File: src/rtl/core/assert_macros.svh
// Assertion macros used by the RTL top level of the modified UTF-8 decoder.
`ifndef ASSERT_MACROS_SVH
`define ASSERT_MACROS_SVH

// The expression must hold at every clock edge outside reset.
`define ASSERT_ALWAYS(label, clk, rst_n, expr, msg) \
  label: assert property (@(posedge clk) disable iff (!rst_n) (expr)) \
    else $error(msg);

// The consequent must hold in the same cycle as the antecedent.
`define ASSERT_IMPLY(label, clk, rst_n, ante, cons, msg) \
  label: assert property (@(posedge clk) disable iff (!rst_n) (ante) |-> (cons)) \
    else $error(msg);

`endif

File: src/rtl/core/mu8d_pkg.sv
// Types and constants of the modified UTF-8 decoder.
package mu8d_pkg;

  localparam int unsigned CP_W   = 21;
  localparam int unsigned HELD_W = 40;
  localparam int unsigned NEED_W = 3;

  localparam logic [7:0]      BYTE_ED      = 8'hED;
  localparam logic [3:0]      NIB_SUR_HI   = 4'hA;
  localparam logic [3:0]      NIB_SUR_LO   = 4'hB;
  localparam logic [CP_W-1:0] SUPP_BASE    = 21'h10000;

  // Open sequence kind, one-hot.
  typedef enum logic [3:0] {
    KIND_NONE  = 4'b0001,
    KIND_TWO   = 4'b0010,
    KIND_THREE = 4'b0100,
    KIND_SIX   = 4'b1000
  } seq_kind_t;

  typedef struct packed {
    logic [NEED_W-1:0] bytes_needed;
    seq_kind_t         kind;
    logic [HELD_W-1:0] held;
    logic              skipping;
  } dec_state_t;

  typedef struct packed {
    logic [CP_W-1:0] code_point;
    logic            bad_encoding;
    logic            string_done;
  } dec_result_t;

  localparam dec_state_t ST_RESET = '{
    bytes_needed: '0,
    kind:         KIND_NONE,
    held:         '0,
    skipping:     1'b0
  };

endpackage

File: src/rtl/core/mu8d_decode.sv
// Per-byte decode step: next sequence state and the optional result.
module mu8d_decode
  import mu8d_pkg::*;
(
  input  dec_state_t  st,
  input  logic [7:0]  in_b,
  input  logic        in_eos,
  output dec_state_t  st_nxt,
  output logic        res_valid,
  output dec_result_t res
);

  logic              do_fail;
  logic              do_emit;
  logic [CP_W-1:0]   emit_cp;
  logic              ok;
  seq_kind_t         kind_w;
  logic [NEED_W-1:0] need_w;
  logic [NEED_W-1:0] need_d;
  logic [HELD_W-1:0] held_w;
  logic              is_cont;

  assign is_cont = (in_b[7:6] == 2'b10);
  assign held_w  = {st.held[HELD_W-9:0], in_b};
  assign need_d  = need_w - NEED_W'(1);

  always_comb begin
    st_nxt  = st;
    do_fail = 1'b0;
    do_emit = 1'b0;
    emit_cp = '0;
    ok      = 1'b0;
    kind_w  = st.kind;
    need_w  = st.bytes_needed;

    if (st.skipping) begin
      if (in_eos) begin
        st_nxt.skipping = 1'b0;
      end
    end else if (st.kind == KIND_NONE) begin
      if (in_b == 8'h00 || in_b[7:6] == 2'b10 || in_b[7:4] == 4'hF) begin
        do_fail = 1'b1;
      end else if (!in_b[7]) begin
        do_emit = 1'b1;
        emit_cp = CP_W'(in_b);
      end else begin
        if (in_b[7:5] == 3'b110) begin
          st_nxt.kind         = KIND_TWO;
          st_nxt.bytes_needed = NEED_W'(1);
        end else begin
          st_nxt.kind         = KIND_THREE;
          st_nxt.bytes_needed = NEED_W'(2);
        end
        st_nxt.held = HELD_W'(in_b);
        do_fail     = in_eos;
      end
    end else begin
      case (st.kind)
        KIND_TWO: begin
          ok = is_cont;
        end
        KIND_THREE: begin
          // A lead of ED followed by Ax opens the six-byte surrogate form.
          if (st.bytes_needed == NEED_W'(2) && st.held[7:0] == BYTE_ED &&
              in_b[7:4] == NIB_SUR_HI) begin
            kind_w = KIND_SIX;
            need_w = NEED_W'(5);
            ok     = 1'b1;
          end else begin
            ok = is_cont;
          end
        end
        KIND_SIX: begin
          case (st.bytes_needed)
            3'd4:    ok = is_cont;
            3'd3:    ok = (in_b == BYTE_ED);
            3'd2:    ok = (in_b[7:4] == NIB_SUR_LO);
            3'd1:    ok = is_cont;
            default: ok = 1'b0;
          endcase
        end
        default: ok = 1'b0;
      endcase

      if (!ok || need_w == '0) begin
        do_fail = 1'b1;
      end else if (need_d != '0) begin
        st_nxt.kind         = kind_w;
        st_nxt.bytes_needed = need_d;
        st_nxt.held         = held_w;
        do_fail             = in_eos;
      end else begin
        do_emit = 1'b1;
        case (kind_w)
          KIND_TWO: begin
            emit_cp = {10'b0, held_w[12:8], held_w[5:0]};
          end
          KIND_THREE: begin
            emit_cp = {5'b0, held_w[19:16], held_w[13:8], held_w[5:0]};
          end
          default: begin
            emit_cp = SUPP_BASE + {1'b0, held_w[35:32], 16'b0}
                    + {5'b0, held_w[29:24], 10'b0}
                    + {11'b0, held_w[11:8], 6'b0}
                    + {15'b0, held_w[5:0]};
          end
        endcase
        st_nxt.kind         = KIND_NONE;
        st_nxt.bytes_needed = '0;
        st_nxt.held         = '0;
      end
    end

    res_valid        = do_fail | do_emit;
    res.code_point   = do_fail ? '0 : emit_cp;
    res.bad_encoding = do_fail;
    res.string_done  = do_fail | in_eos;

    if (do_fail) begin
      st_nxt.kind         = KIND_NONE;
      st_nxt.bytes_needed = '0;
      st_nxt.held         = '0;
      st_nxt.skipping     = !in_eos;
    end
  end

endmodule

File: src/rtl/core/modified_utf8_decoder_top.sv
// Top level of the modified UTF-8 decoder: input register, decode step, result register.
//
// The input channel carries one byte of a modified UTF-8 string per transaction,
// with in_end_of_string marking the final byte of a string. The result channel
// carries one code point per completed character, or one error result that
// closes a malformed string; the remaining bytes of that string give nothing.
// Surrogate pairs in the six-byte ED Ax xx ED Bx xx form come out as one code point.
//
// Throughput is one byte per cycle while the result channel is not stalled. A byte
// accepted into the input register is decoded from it combinationally, and its
// result is captured in the result register when the pipeline advances. The single
// sequence state register is updated as each byte leaves the input register.
//
// While the receiver stalls a waiting result, a new byte can still enter the
// input register; in_stall rises only when both the input register and the
// result register are full. Reset (rst_n low, synchronous) empties both
// registers and closes any open sequence and any skipping of a string.
module modified_utf8_decoder_top
  import mu8d_pkg::*;
(
  input  logic            clk,
  input  logic            rst_n,
  input  logic            in_valid,
  output logic            in_stall,
  input  logic [7:0]      in_byte,
  input  logic            in_end_of_string,
  output logic            out_valid,
  input  logic            out_stall,
  output logic [CP_W-1:0] out_code_point,
  output logic            out_bad_encoding,
  output logic            out_string_done
);

`include "assert_macros.svh"

  logic        s1_valid_r;
  logic [7:0]  s1_byte_r;
  logic        s1_eos_r;
  dec_state_t  st_r;
  dec_state_t  st_nxt;
  logic        out_valid_r;
  dec_result_t out_res_r;
  logic        res_valid;
  dec_result_t res;
  logic        advance;

  assign advance  = s1_valid_r && !(out_valid_r && out_stall);
  assign in_stall = s1_valid_r && !advance;

  mu8d_decode u_decode (
    .st        (st_r),
    .in_b      (s1_byte_r),
    .in_eos    (s1_eos_r),
    .st_nxt    (st_nxt),
    .res_valid (res_valid),
    .res       (res)
  );

  always_ff @(posedge clk) begin
    if (!rst_n) begin
      s1_valid_r  <= 1'b0;
      st_r        <= ST_RESET;
      out_valid_r <= 1'b0;
    end else begin
      if (!in_stall) begin
        s1_valid_r <= in_valid;
      end
      if (advance) begin
        st_r        <= st_nxt;
        out_valid_r <= res_valid;
      end else if (!out_stall) begin
        out_valid_r <= 1'b0;
      end
    end
  end

  always_ff @(posedge clk) begin
    if (!in_stall) begin
      s1_byte_r <= in_byte;
      s1_eos_r  <= in_end_of_string;
    end
    if (advance) begin
      out_res_r <= res;
    end
  end

  assign out_valid        = out_valid_r;
  assign out_code_point   = out_res_r.code_point;
  assign out_bad_encoding = out_res_r.bad_encoding;
  assign out_string_done  = out_res_r.string_done;

  `ASSERT_IMPLY(a_err_closes, clk, rst_n, out_valid_r && out_res_r.bad_encoding,
    out_res_r.string_done && out_res_r.code_point == '0, "error result not closing")
  `ASSERT_ALWAYS(a_skip_no_seq, clk, rst_n, !(st_r.skipping && st_r.kind != KIND_NONE),
    "skipping while a sequence is open")
  `ASSERT_IMPLY(a_none_empty, clk, rst_n, st_r.kind == KIND_NONE,
    st_r.bytes_needed == '0 && st_r.held == '0, "idle sequence state not cleared")
  `ASSERT_IMPLY(a_stall_full, clk, rst_n, in_stall, s1_valid_r && out_valid_r,
    "input stalled with a free register")

endmodule

File: config.mk
export PLATFORM = sky130hd
export DESIGN_NAME = modified_utf8_decoder_top
export DESIGN_NICKNAME = d
export VERILOG_FILES = /design/src/rtl/core/mu8d_pkg.sv /design/src/rtl/core/mu8d_decode.sv /design/src/rtl/core/modified_utf8_decoder_top.sv
export VERILOG_INCLUDE_DIRS = /design/src /design/src/rtl/core
export SDC_FILE = /design/constraint.sdc
export NUM_CORES = 1
export LEC_CHECK = 0
export BUFFER_PORTS_ARGS = -buffer_cell sky130_fd_sc_hd__buf_2
export CORE_MARGIN = 3
export CORE_UTILIZATION = 40
export CTS_CLUSTER_SIZE = 8
export DETAILED_ROUTE_END_ITERATION = 10
export PLACE_DENSITY = 0.59
export SYNTH_ARGS = -nofsm -noshare
export SYNTH_HDL_FRONTEND = slang
export SYNTH_SLANG_ARGS = --single-unit
File: constraint.sdc
create_clock -name clk -period 4.85 [get_ports clk]
set_clock_uncertainty 0.1 [all_clocks]
set_input_delay 0.485 -clock clk [delete_from_list [all_inputs] [get_ports clk]]
set_output_delay 0.485 -clock clk [all_outputs]
set_load 0.02 [all_outputs]
After elaboration in Yosys (flattened, before gate mapping):

Cells that the tools add are included.

* reductions and logical operators: 18
* equality and inequality tests: 22
* $add $sub $neg: 5
* bitwise gates (word level): 2
* mux-type cells: 45

Operator list (number)
* $mux 47: 6
* $mux 21: 4
* $mux 48: 1
* $pmux 21 s2: 1
* $add 17x20->21 const A: 1
* $add 21x10->21: 1
* $add 21x16->21: 1
* $add 21x6->21: 1
* $mux 1: 19
* $mux 3: 6
* $eq 4x4->1 const B: 4
* $eq 8x8->1 const B: 2
* $mux 4: 4
* $eq 4x2->1 const B: 2
* $eq 4x3->1 const B: 2
* $logic_not 8->1: 1
* $mux 7: 1
* $eq 3x2->1 const B: 2
* $eq 3x3->1 const B: 2
* $mux 6: 1
* $ne 3x2->1 const B: 2
* $pmux 1 s3: 2
* $logic_and 1x1->1: 5
* $reduce_and 5->1: 1
* 12 further kinds: 20

* logic and storage cells: 103
* flip-flop bits (word level): 74
* bits of input ports: 13

Depth between registers and ports, before layout:

Gate-level depths: netlist (run 1).

* depth after elaboration: 17
* depth in mapped cells: 14

Hierarchy:

A second synthesis (run 1) with hierarchy kept.

* cell total of the unflattened synthesis: 475
* area, all modules: 4515.6 um^2

Modules (own cells, without submodules)
* modified_utf8_decoder_top: area an instance 2940.3 um^2, times used 1, seq. area each 1961.9 um^2, cells each 248
* mu8d_decode: area an instance 1575.3 um^2, times used 1, seq. area each 0.0 um^2, cells each 227

Worst setup path before layout (run 1):

No wires, ideal clock.

* path kind: register to register
* start: register s1_byte_r[4]
* end: register out_res_r (netlist bit out_code_point[20]) (data pin)
* setup time: 0.138 ns
* path buffers: 1
* arrival time: 2.863 ns
* required time: 4.612 ns
* path slack: 1.749 ns
* cell stages (with the launch flop): 12
* period minus slack after synthesis: 3.101 ns
* cells stage by stage: edfxtp_1 nand4bb_1 nor4_4 a21oi_1 ha_1 nor3b_1 o21ai_0 and3_4 or4_4 buf_6 nand2b_4 nor2_1

* cells in the longest elaborated chain, start to end: 15

Ends and longest elaborated chain
* from (decl): line modified_utf8_decoder_top.sv:37 `logic [7:0] s1_byte_r;`
* from (signal assigned): line modified_utf8_decoder_top.sv:79 `s1_byte_r <= in_byte;`
* $eq 4x4->1: line mu8d_decode.sv:65 `in_b[7:4] == NIB_SUR_HI) begin`
* $logic_and 1x1->1: line mu8d_decode.sv:64 `if (st.bytes_needed == NEED_W'(2) && st.held[7:0] == BYTE_ED &&`
* $mux 3: line mu8d_decode.sv:64
* $mux 3: line mu8d_decode.sv:58 `case (st.kind)`
* $mux 3: line mu8d_decode.sv:40 `end else if (st.kind == KIND_NONE) begin`
* $mux 3: line mu8d_decode.sv:36 `if (st.skipping) begin`
* $mux 3: line mu8d_decode.sv:40
* $mux 3: line mu8d_decode.sv:36
* $sub 3x1->3: line mu8d_decode.sv:25 `assign need_d = need_w - NEED_W'(1);`
* $reduce_bool 3->1: line mu8d_decode.sv:87 `end else if (need_d != '0) begin`
* $mux 1: line mu8d_decode.sv:87
* $mux 1: line mu8d_decode.sv:85 `if (!ok || need_w == '0) begin`
* $mux 1: line mu8d_decode.sv:40
* $mux 1: line mu8d_decode.sv:36
* $reduce_or 2->1 (no source line)
* to (signal assigned): line modified_utf8_decoder_top.sv:83 `out_res_r <= res;`
* to (decl): line modified_utf8_decoder_top.sv:42 `dec_result_t out_res_r;`

Several ways; a longest one is shown, not always the timed one. The select of a mux whose other input is x is not followed.
A chain may end at the register's enable or synchronous reset.

Worst setup path after layout (run 1):

* start: register s1_byte_r[4]
* end: register st_r[6] (netlist bit)

* cells in the longest elaborated chain, start to end: 16

Ends and longest elaborated chain
* $eq 4x4->1: line mu8d_decode.sv:65
* $logic_and 1x1->1: line mu8d_decode.sv:64
* $mux 3: line mu8d_decode.sv:64
* $mux 3: line mu8d_decode.sv:58
* $mux 3: line mu8d_decode.sv:40
* $mux 3: line mu8d_decode.sv:36
* $mux 3: line mu8d_decode.sv:40
* $mux 3: line mu8d_decode.sv:36
* $sub 3x1->3: line mu8d_decode.sv:25
* $reduce_bool 3->1: line mu8d_decode.sv:87
* $mux 1: line mu8d_decode.sv:87
* $mux 1: line mu8d_decode.sv:85
* $mux 1: line mu8d_decode.sv:40
* $mux 1: line mu8d_decode.sv:36
* $ne 3x2->1 (no source line) (tied with other cells)
* $reduce_and 5->1 (no source line)
* to (signal assigned): line modified_utf8_decoder_top.sv:69 `st_r <= st_nxt;`
* to (decl): line modified_utf8_decoder_top.sv:39 `dec_state_t st_r;`

Several ways; a longest one is shown, not always the timed one. The select of a mux whose other input is x is not followed.

==> reports/metrics.csv, run 1 <==
metric,value,unit
status,completed,
hold depth,1,
CTS root buf,clkbuf_8,
CP peak stage delay,0.53,ns
max cap viols,0,
Lkg Pwr,1.27,nW
syn avg cell area,10.4,µm²
slew of the pin with the lowest slew margin,0.935,ns
fin. max-slew vios,0,
sequential share of the synthesized area,0.558,
worst skew pair latency,0.34,ns
grt peak-use layer,met2,
min cycle time layout,3.58,ns
global-route wire length before repair,11.1,mm
post-route ant nets,0,
# IOs,38,
DR vias,2295,
WL final,6.77,mm
Min-Delay Path Class,in -> reg,
synthesis-stage register bit count,66,
Setup WS post-layout,1.27,ns
DIE AREA,0.00842,mm²
Clock Sink Count,66,
Synth warnings,0,
fin crit share,0.737,
top-area cell type share of the netlist area,0.327,
Final Non-Filler Cells,421,
Pre-antenna DRT Iters,4,
Mapped Cells,284,
setup bufs post-CTS,0,
FMAX,280,MHz
Crit Path Class,reg -> reg,
CTS Hold Bufs,0,
vias per inst,5.45,
chip width,91.8,µm
setup violators final,0,
Die Span Y,91.8,µm
worst setup path start,s1_byte_r[4],
final instance area,0.00342,mm²
total track usage,0.169,
Worst-path clk slew,0.08,ns
pin count of the biggest net entering global routing,25,
R2R depth,11,
top_reg_cell synth,dfxtp_1,
Worst R2R Start,s1_byte_r[4],
Final Hold Vio Count,0,
Critical Path Source Type,flip-flop,
post-synth cell types,50,
Tot Pwr,1.29,mW
number of synthesized flops with an enable pin,32,
"area leader, netlist",edfxtp_1,
n_diodes,0,
drt wl/cell,16.1,µm
hold path startpoint,in_byte[7],
placed cell areas,0.00319,mm²
synthesized area,0.00294,mm²
setup_tns,0,ns
Inserted Clock Buffers,9,
dpl ws,1.37,ns
CP Capture Type,flip-flop,
GR Util met3,0.0328,
final net count,336,
Critical Path Fanout Max,17,
initial antenna violation count,0,
unrepaired setup endpoints after global routing,no,
crit path max-delay cell type,nand2_1,
Fillers,631,
H-tree levels,3,
number of global-route vias before repair,2135,
row count,30,
number of remaining DRC errors,0,
"top cells by area, synth","edfxtp_1 (33%), dfxtp_1 (23%), a21oi_1 (4.9%)",
post-placement cell count,405,
Syn-to-layout area delta,16.2,%
post-synthesis async set-or-reset flop share,0,
Mapped Nets,300,
WP data arrival,3.74,ns
CTS resizes,0,
Slew headroom,0.376,
met2 Use GR,0.264,
share of cells above drive strength 1,0.191,
port buffer count,37,
First DRT Iteration DRCs,172,
peak supply drop,0.159,mV
PwrDens,378,mW/mm²
grt ovf,0,
critical-path cell list,"nand4bb_1, nor4_4, a21oi_1, ha_1, nor3b_1, o21ai_0, and3_1, o2bb2ai_1, nand2_1, nand4_1, a21oi_1",
TritonCTS clock tree,built,
core area,0.00694,mm²
met1 Resource Use GR,0.230,
HPWL after DPL,4.63,mm
"Top cell by count, worst path",a21oi_1,
"Req. time, crit path",5.02,ns
Starting Density,0.424,
CTS Buffer Depth,2,
Final GP Congestion,0.947,
## synthesized netlist by cell type (2+ instances only)
cell type	count
nand4b_1	2
nand2b_1	4
o21a_1	2
nand4_1	10
a21oi_1	29
nand2_1	22
a22o_1	16
inv_1	12
nor3b_1	8
ha_1	3
nor3_1	4
nand3b_1	3
nand3_1	7
nor2_1	32
edfxtp_1	32
a22oi_1	2
or4b_1	2
a31oi_1	2
o21ai_0	10
dfxtp_1	34
mux2i_1	2
nand4bb_1	2
clkbuf_1	8
buf_2	4
and2_1	2
nor2b_1	6
## final cells by class
class                           instances  area (µm²)  area share
Multi-Input combinational cell        193        1190       0.349
Timing Repair Buffer                   38         193      0.0564
Clock buffer                            9         124      0.0363
Tap cell                               96         120      0.0352
Inverter                               12        45.0      0.0132
Sequential cell                        66        1640       0.480
Clock inverter                          7         100      0.0293
## sequential cells by signal, indices dropped and copies added (netlist names)
signal	cells
out_bad_encoding	1
out_code_point	21
out_string_done	1
out_valid	1
s1_byte_r	8
s1_eos_r	1
s1_valid_r	1
st_r	32
## layout by cell type, fill, tap and decap left out, types with 2 or more instances in the layout
master	count
clkinv_4	2
mux2i_1	2
a21oi_1	29
a22oi_1	2
nand2b_1	4
nor3_1	4
nand3_1	7
edfxtp_1	32
nand4bb_1	2
nor2b_1	6
o21ai_0	10
nand4b_1	2
clkbuf_8	9
dfxtp_1	34
inv_1	12
nand3b_1	3
and2_1	2
ha_1	3
o21a_1	2
buf_2	37
nor3b_1	8
inv_6	2
nand4_1	10
a31oi_1	2
nor2_1	32
or4b_1	2
bufinv_16	2
a22o_1	16
nand2_1	22
## logic make-up (layout without fill, tap and decap cells)
family / count (synthesis) / in the layout / share of synthesized area
mux: 2 / 2 / 0.00681
buf+inv: 25 / 66 / 0.0362
flops: 66 / 66 / 0.558
fa+ha+maj: 3 / 3 / 0.0128
xor+xnor: 2 / 2 / 0.00596
compound gates: 70 / 70 / 0.154
simple gates: 116 / 116 / 0.226
## critical path: cells and delay by family, from the launching register on
family          cells  cell delay [ns]
simple gates        6             1.96
flops               1             0.48
compound gates      4             0.66
fa+ha+maj           1             0.30
## layer usage
metal  routed length [µm]  part of all wire  vias up
met4                   88             0.013        0
met5                    0                 0        -
met3                  393             0.058        8
met2                 3130              0.46       77
li1                     -                 -     1122
met1                 3160              0.47     1088
## report_power, final
group | leakage, nW | internal, mW | switching, mW | total (mW)
sequential | 0.593 | 0.610 | 0.0239 | 0.634
clock | 0.114 | 0.294 | 0.223 | 0.517
combinational | 0.567 | 0.0450 | 0.0944 | 0.139
total | 1.27 | 0.949 | 0.341 | 1.29
## path summary, 6_finish.rpt
| check | end | slack [ns] |
|---|---|---|
| hold / removal | s1_byte_r[7] | 0.21 |
| hold reg to reg | st_r[22] | 0.37 |
| setup reg to reg | st_r[6] | 1.27 |
| setup / recovery | st_r[6] | 1.27 |
## metrics by stage
stage,hold WS (ns),util
2_1_floorplan,0.332,-
3_3_place_gp,0.350,0.460
3_5_place_dp,0.362,0.460
4_1_cts,0.198,0.492
5_1_grt,0.200,0.492
6_report,0.214,0.492
Power figures use the tool's default switching activity.
==> run 2, diff against run 1 <==
Clock period 4.85 ns to 3.7 ns, I/O delays scaled along.
==> reports/metrics.csv, run 2 (same netlist as run 1, synthesis figures left out) <==
metric,value,unit
core area,0.00694,mm²
"commonest cells after routing, fill and taps aside","buf_2 (37), dfxtp_1 (34), nor2_1 (32), edfxtp_1 (32), a21oi_1 (29)",
Die Span Y,91.8,µm
Final Hold Vio Count,0,
setup violators final,0,
Final GP Congestion,0.986,
CTS root buf,clkbuf_8,
Tot Pwr,1.78,mW
WL final,6.85,mm
PwrDens,510,mW/mm²
RR Endpoint,out_code_point[5],
setup_tns,0,ns
HPWL after DPL,4.62,mm
number of remaining DRC errors,0,
Inserted Clock Buffers,9,
DIE AREA,0.00842,mm²
post-route ant nets,0,
fin crit share,0.927,
Pre-antenna DRT Iters,5,
CTS Buffer Depth,2,
chip width,91.8,µm
worst setup path start,st_r[43],
setup bufs post-CTS,0,
status,completed,
row count,30,
share of cells above drive strength 1,0.205,
Hold WS,0.0988,ns
H-tree levels,3,
Syn-to-layout area delta,18.5,%
R2R depth,10,
First DRT Iteration DRCs,133,
max FFs per register,32,
Worst-path clk slew,0.08,ns
min cycle time layout,3.43,ns
port buffer count,37,
peak supply drop,0.255,mV
fin util,0.502,
Clock Sink Count,66,
Worst R2R Start,st_r[43],
final net count,342,
CP Capture Type,flip-flop,
flop2flop setup slack,0.27,ns
number of global-route vias before repair,2256,
Critical Path Source Type,flip-flop,
max cap viols,0,
CP peak stage delay,0.58,ns
Slew headroom,0.379,
largest reg by FF count,st_r,
slew of the pin with the lowest slew margin,0.930,ns
vias per inst,5.37,
TritonCTS clock tree,built,
pin count of the biggest net entering global routing,25,
Critical Path Fanout Max,11,
grt ovf,0,
DR vias,2292,
n_diodes,0,
FMAX,292,MHz
crit path max-delay cell type,or4b_1,
unrepaired setup endpoints after global routing,no,
drt wl/cell,16.0,µm
global-route wire length before repair,11.2,mm
Critical Path Sink,out_code_point[5],
Fillers,624,
initial antenna violation count,0,
# IOs,38,
CTS Hold Bufs,0,
CTS resizes,0,
"leading cell type in the layout, fill and taps excluded",buf_2,
critical-path cell list,"or4b_1, nor2_1, a21oi_1, ha_1, nor3b_1, o21ai_0, and3_4, or4_4, o21a_1, nor2b_1",
fin. max-slew vios,0,
"Req. time, crit path",3.80,ns
Crit Path Class,reg -> reg,
Final Non-Filler Cells,427,
worst skew pair latency,0.34,ns
Starting Density,0.424,
total track usage,0.171,
Lkg Pwr,1.31,nW
post-placement cell count,411,
WP data arrival,3.53,ns
Min-Delay Path Class,in -> reg,
run 2: cell count changes in the layout (fill, tap and decap cells not counted):
cell and change:
bufinv_16 +1, clkinv_4 +1, inv_6 -1, buf_4 +6, clkinv_2 -1
run 2: metrics by stage:
stage / setup slack, ns / instance area, µm²
final: 0.270 / 3490
after global routing: 0.0509 / 3490
after CTS: 0.166 / 3490
after detailed placement: 0.212 / 3240
after global placement: 0.392 / 3240
after floorplan: 0.599 / 2940
run 2: cell type report:
cell class | instances | area, µm² | share of cell area
inverters | 12 | 45.0 | 0.0129
well taps | 96 | 120 | 0.0344
clock inverters | 7 | 125 | 0.0359
flip-flops and latches | 66 | 1640 | 0.471
clock buffers | 9 | 124 | 0.0355
multi-input cells | 193 | 1190 | 0.342
repair buffers | 44 | 238 | 0.0682
run 2: how the worst min path moves through the flow:
| stage | start | end | slack (ns) | depth (start not counted) |
|---|---|---|---|---|
| 3_3_place_gp | st_r[7] | st_r[7] | 0.35 | 2 |
| 6_report | in_byte[5] | s1_byte_r[5] | 0.1 | 1 |
| 3_5_place_dp | st_r[14] | st_r[22] | 0.36 | 1 |
| 2_1_floorplan | st_r[7] | st_r[7] | 0.33 | 2 |
| 4_1_cts | in_byte[5] | s1_byte_r[5] | 0.08 | 1 |
| 5_1_grt | in_byte[2] | s1_byte_r[2] | 0.09 | 1 |
run 2: worst max-delay path, delay by kind of cell, from the launching register on:
family	cells	cell delay, ns
flip-flops	1	0.46
AO/OA/AOI/OAI	3	0.53
AND/OR/NAND/NOR	6	1.91
adder cells (fa/ha/maj)	1	0.30
run 2: power by group:
group          internal, mW  switching [mW]  total [mW]  leakage, nW
clock                 0.453           0.299       0.752        0.124
sequential            0.800          0.0263       0.826        0.593
combinational        0.0698           0.131       0.201        0.596
total                  1.32           0.456        1.78         1.31
run 2: routing by layer:
metal | vias to the layer above | GRT usage | wire [µm]
li1 | 1135 | - | -
met1 | 1071 | 0.224 | 3170
met2 | 71 | 0.267 | 3210
met3 | 15 | 0.0361 | 315
met4 | 0 | 0.0842 | 155
met5 | - | 0 | 0
==> run 3, diff against run 2 <==
Settings changed: BUFFER_PORTS_ARGS -buffer_cell sky130_fd_sc_hd__buf_2 to unset, DONT_BUFFER_PORTS set to 1, PLACE_DENSITY 0.59 to 0.54.
==> reports/metrics.csv, run 3 (same netlist as run 1, synthesis figures left out) <==
metric,value,unit
Lkg Pwr,1.16,nW
total track usage,0.163,
Clock Sink Count,66,
Inserted Clock Buffers,9,
row count,30,
# IOs,38,
setup_tns,0,ns
core area,0.00694,mm²
global-route wire length before repair,10.7,mm
CTS Hold Bufs,0,
First DRT Iteration DRCs,122,
switch share,0.262,
HPWL after DPL,4.66,mm
n_diodes,0,
worst skew pair latency,0.34,ns
DIE AREA,0.00842,mm²
peak supply drop,0.253,mV
Final Non-Filler Cells,394,
Sequential Area,0.00164,mm²
Critical Path Source Type,flip-flop,
Int Power,1.24,mW
CTS Buffer Depth,2,
Critical Path Fanout Max,11,
WL final,6.66,mm
number of remaining DRC errors,0,
final net count,309,
drt wl/cell,16.9,µm
share of cells above drive strength 1,0.114,
power share of the combinational group,0.100,
Fillers,655,
Starting Density,0.424,
largest reg by FF count,st_r,
setup bufs post-CTS,0,
switching power,0.441,mW
Flop pwr share,0.501,
"commonest cells after routing, fill and taps aside","dfxtp_1 (34), nor2_1 (32), edfxtp_1 (32), a21oi_1 (29), nand2_1 (22)",
Syn-to-layout area delta,12.3,%
Clk pwr share,0.399,
max cap viols,0,
TritonCTS clock tree,built,
setup violators final,0,
min cycle time layout,3.47,ns
"Req. time, crit path",3.80,ns
CTS resizes,0,
"leading cell type in the layout, fill and taps excluded",dfxtp_1,
Final GP Congestion,0.966,
initial antenna violation count,0,
slew of the pin with the lowest slew margin,0.914,ns
max FFs per register,32,
FMAX,288,MHz
Multi-input gate area,0.00119,mm²
number of global-route vias before repair,2081,
fin crit share,0.938,
Die Span Y,91.8,µm
WP data arrival,3.57,ns
Pre-antenna DRT Iters,4,
status,completed,
Crit Path Class,reg -> reg,
port buffer count,0,
grt ovf,0,
post-route ant nets,0,
Min-Delay Path Class,in -> reg,
vias per inst,5.57,
fin. max-slew vios,0,
DR vias,2193,
pin count of the biggest net entering global routing,25,
CTS root buf,clkbuf_8,
post-placement cell count,378,
CP Capture Type,flip-flop,
Slew headroom,0.390,
Worst-path clk slew,0.08,ns
unrepaired setup endpoints after global routing,no,
Final Hold Vio Count,0,
chip width,91.8,µm
H-tree levels,3,
PwrDens,509,mW/mm²
-- run 3: routing by layer --
metal | part of all wire | global-route usage | vias to the layer above
met5 | 0 | 0 | -
met4 | 0.027 | 0.0817 | 0
met3 | 0.043 | 0.0304 | 17
met2 | 0.46 | 0.246 | 66
met1 | 0.47 | 0.224 | 1039
li1 | - | - | 1071
-- run 3: power by group through the flow --
stage,Sequential (mW),Clock [mW],Combinational [mW]
floorplan,0.852,0,0.118
global placement,0.861,0,0.168
detailed placement,0.860,0,0.167
CTS,0.843,0.686,0.168
global route,0.847,0.714,0.190
finish,0.843,0.671,0.169
-- run 3: worst max-delay path, stage by stage (launching register included) --
cell       delay (ns)
edfxtp_1         0.38
nand4bb_1        0.32
nor4_4           0.48
a21oi_1          0.18
ha_1             0.30
nor3b_1          0.25
o21ai_0          0.19
and3_4           0.23
or4_4            0.51
o21a_1           0.22
nor2b_1          0.16
-- run 3: final cells by class --
type                    instances  share of cell area
well taps                      96              0.0364
inverters                      12              0.0136
clock inverters                 6              0.0280
repair buffers                 11              0.0250
flip-flops and latches         66               0.497
multi-input cells             193               0.361
clock buffers                  10              0.0386
-- run 3: final timing paths --
path	cells past startpoint	end	startpoint	slack, ns
setup / recovery	10	out_code_point[0]	s1_byte_r[4]	0.23
hold / removal	0	s1_byte_r[4]	in_byte[4]	0.02
setup reg to reg	10	out_code_point[0]	s1_byte_r[4]	0.23
hold reg to reg	2	st_r[8]	st_r[8]	0.36
-- run 3: metrics by stage --
step	utilization	setup slack (ns)	instance area [µm²]	hold slack, ns	total power [mW]
final	0.476	0.229	3300	0.0187	1.68
after global routing	0.476	0.000558	3300	0.00477	1.75
after CTS	0.476	0.260	3300	0.00653	1.70
after detailed placement	0.444	0.283	3080	0.353	1.03
after global placement	0.444	0.373	3080	0.344	1.03
after floorplan	-	0.599	2940	0.332	0.970
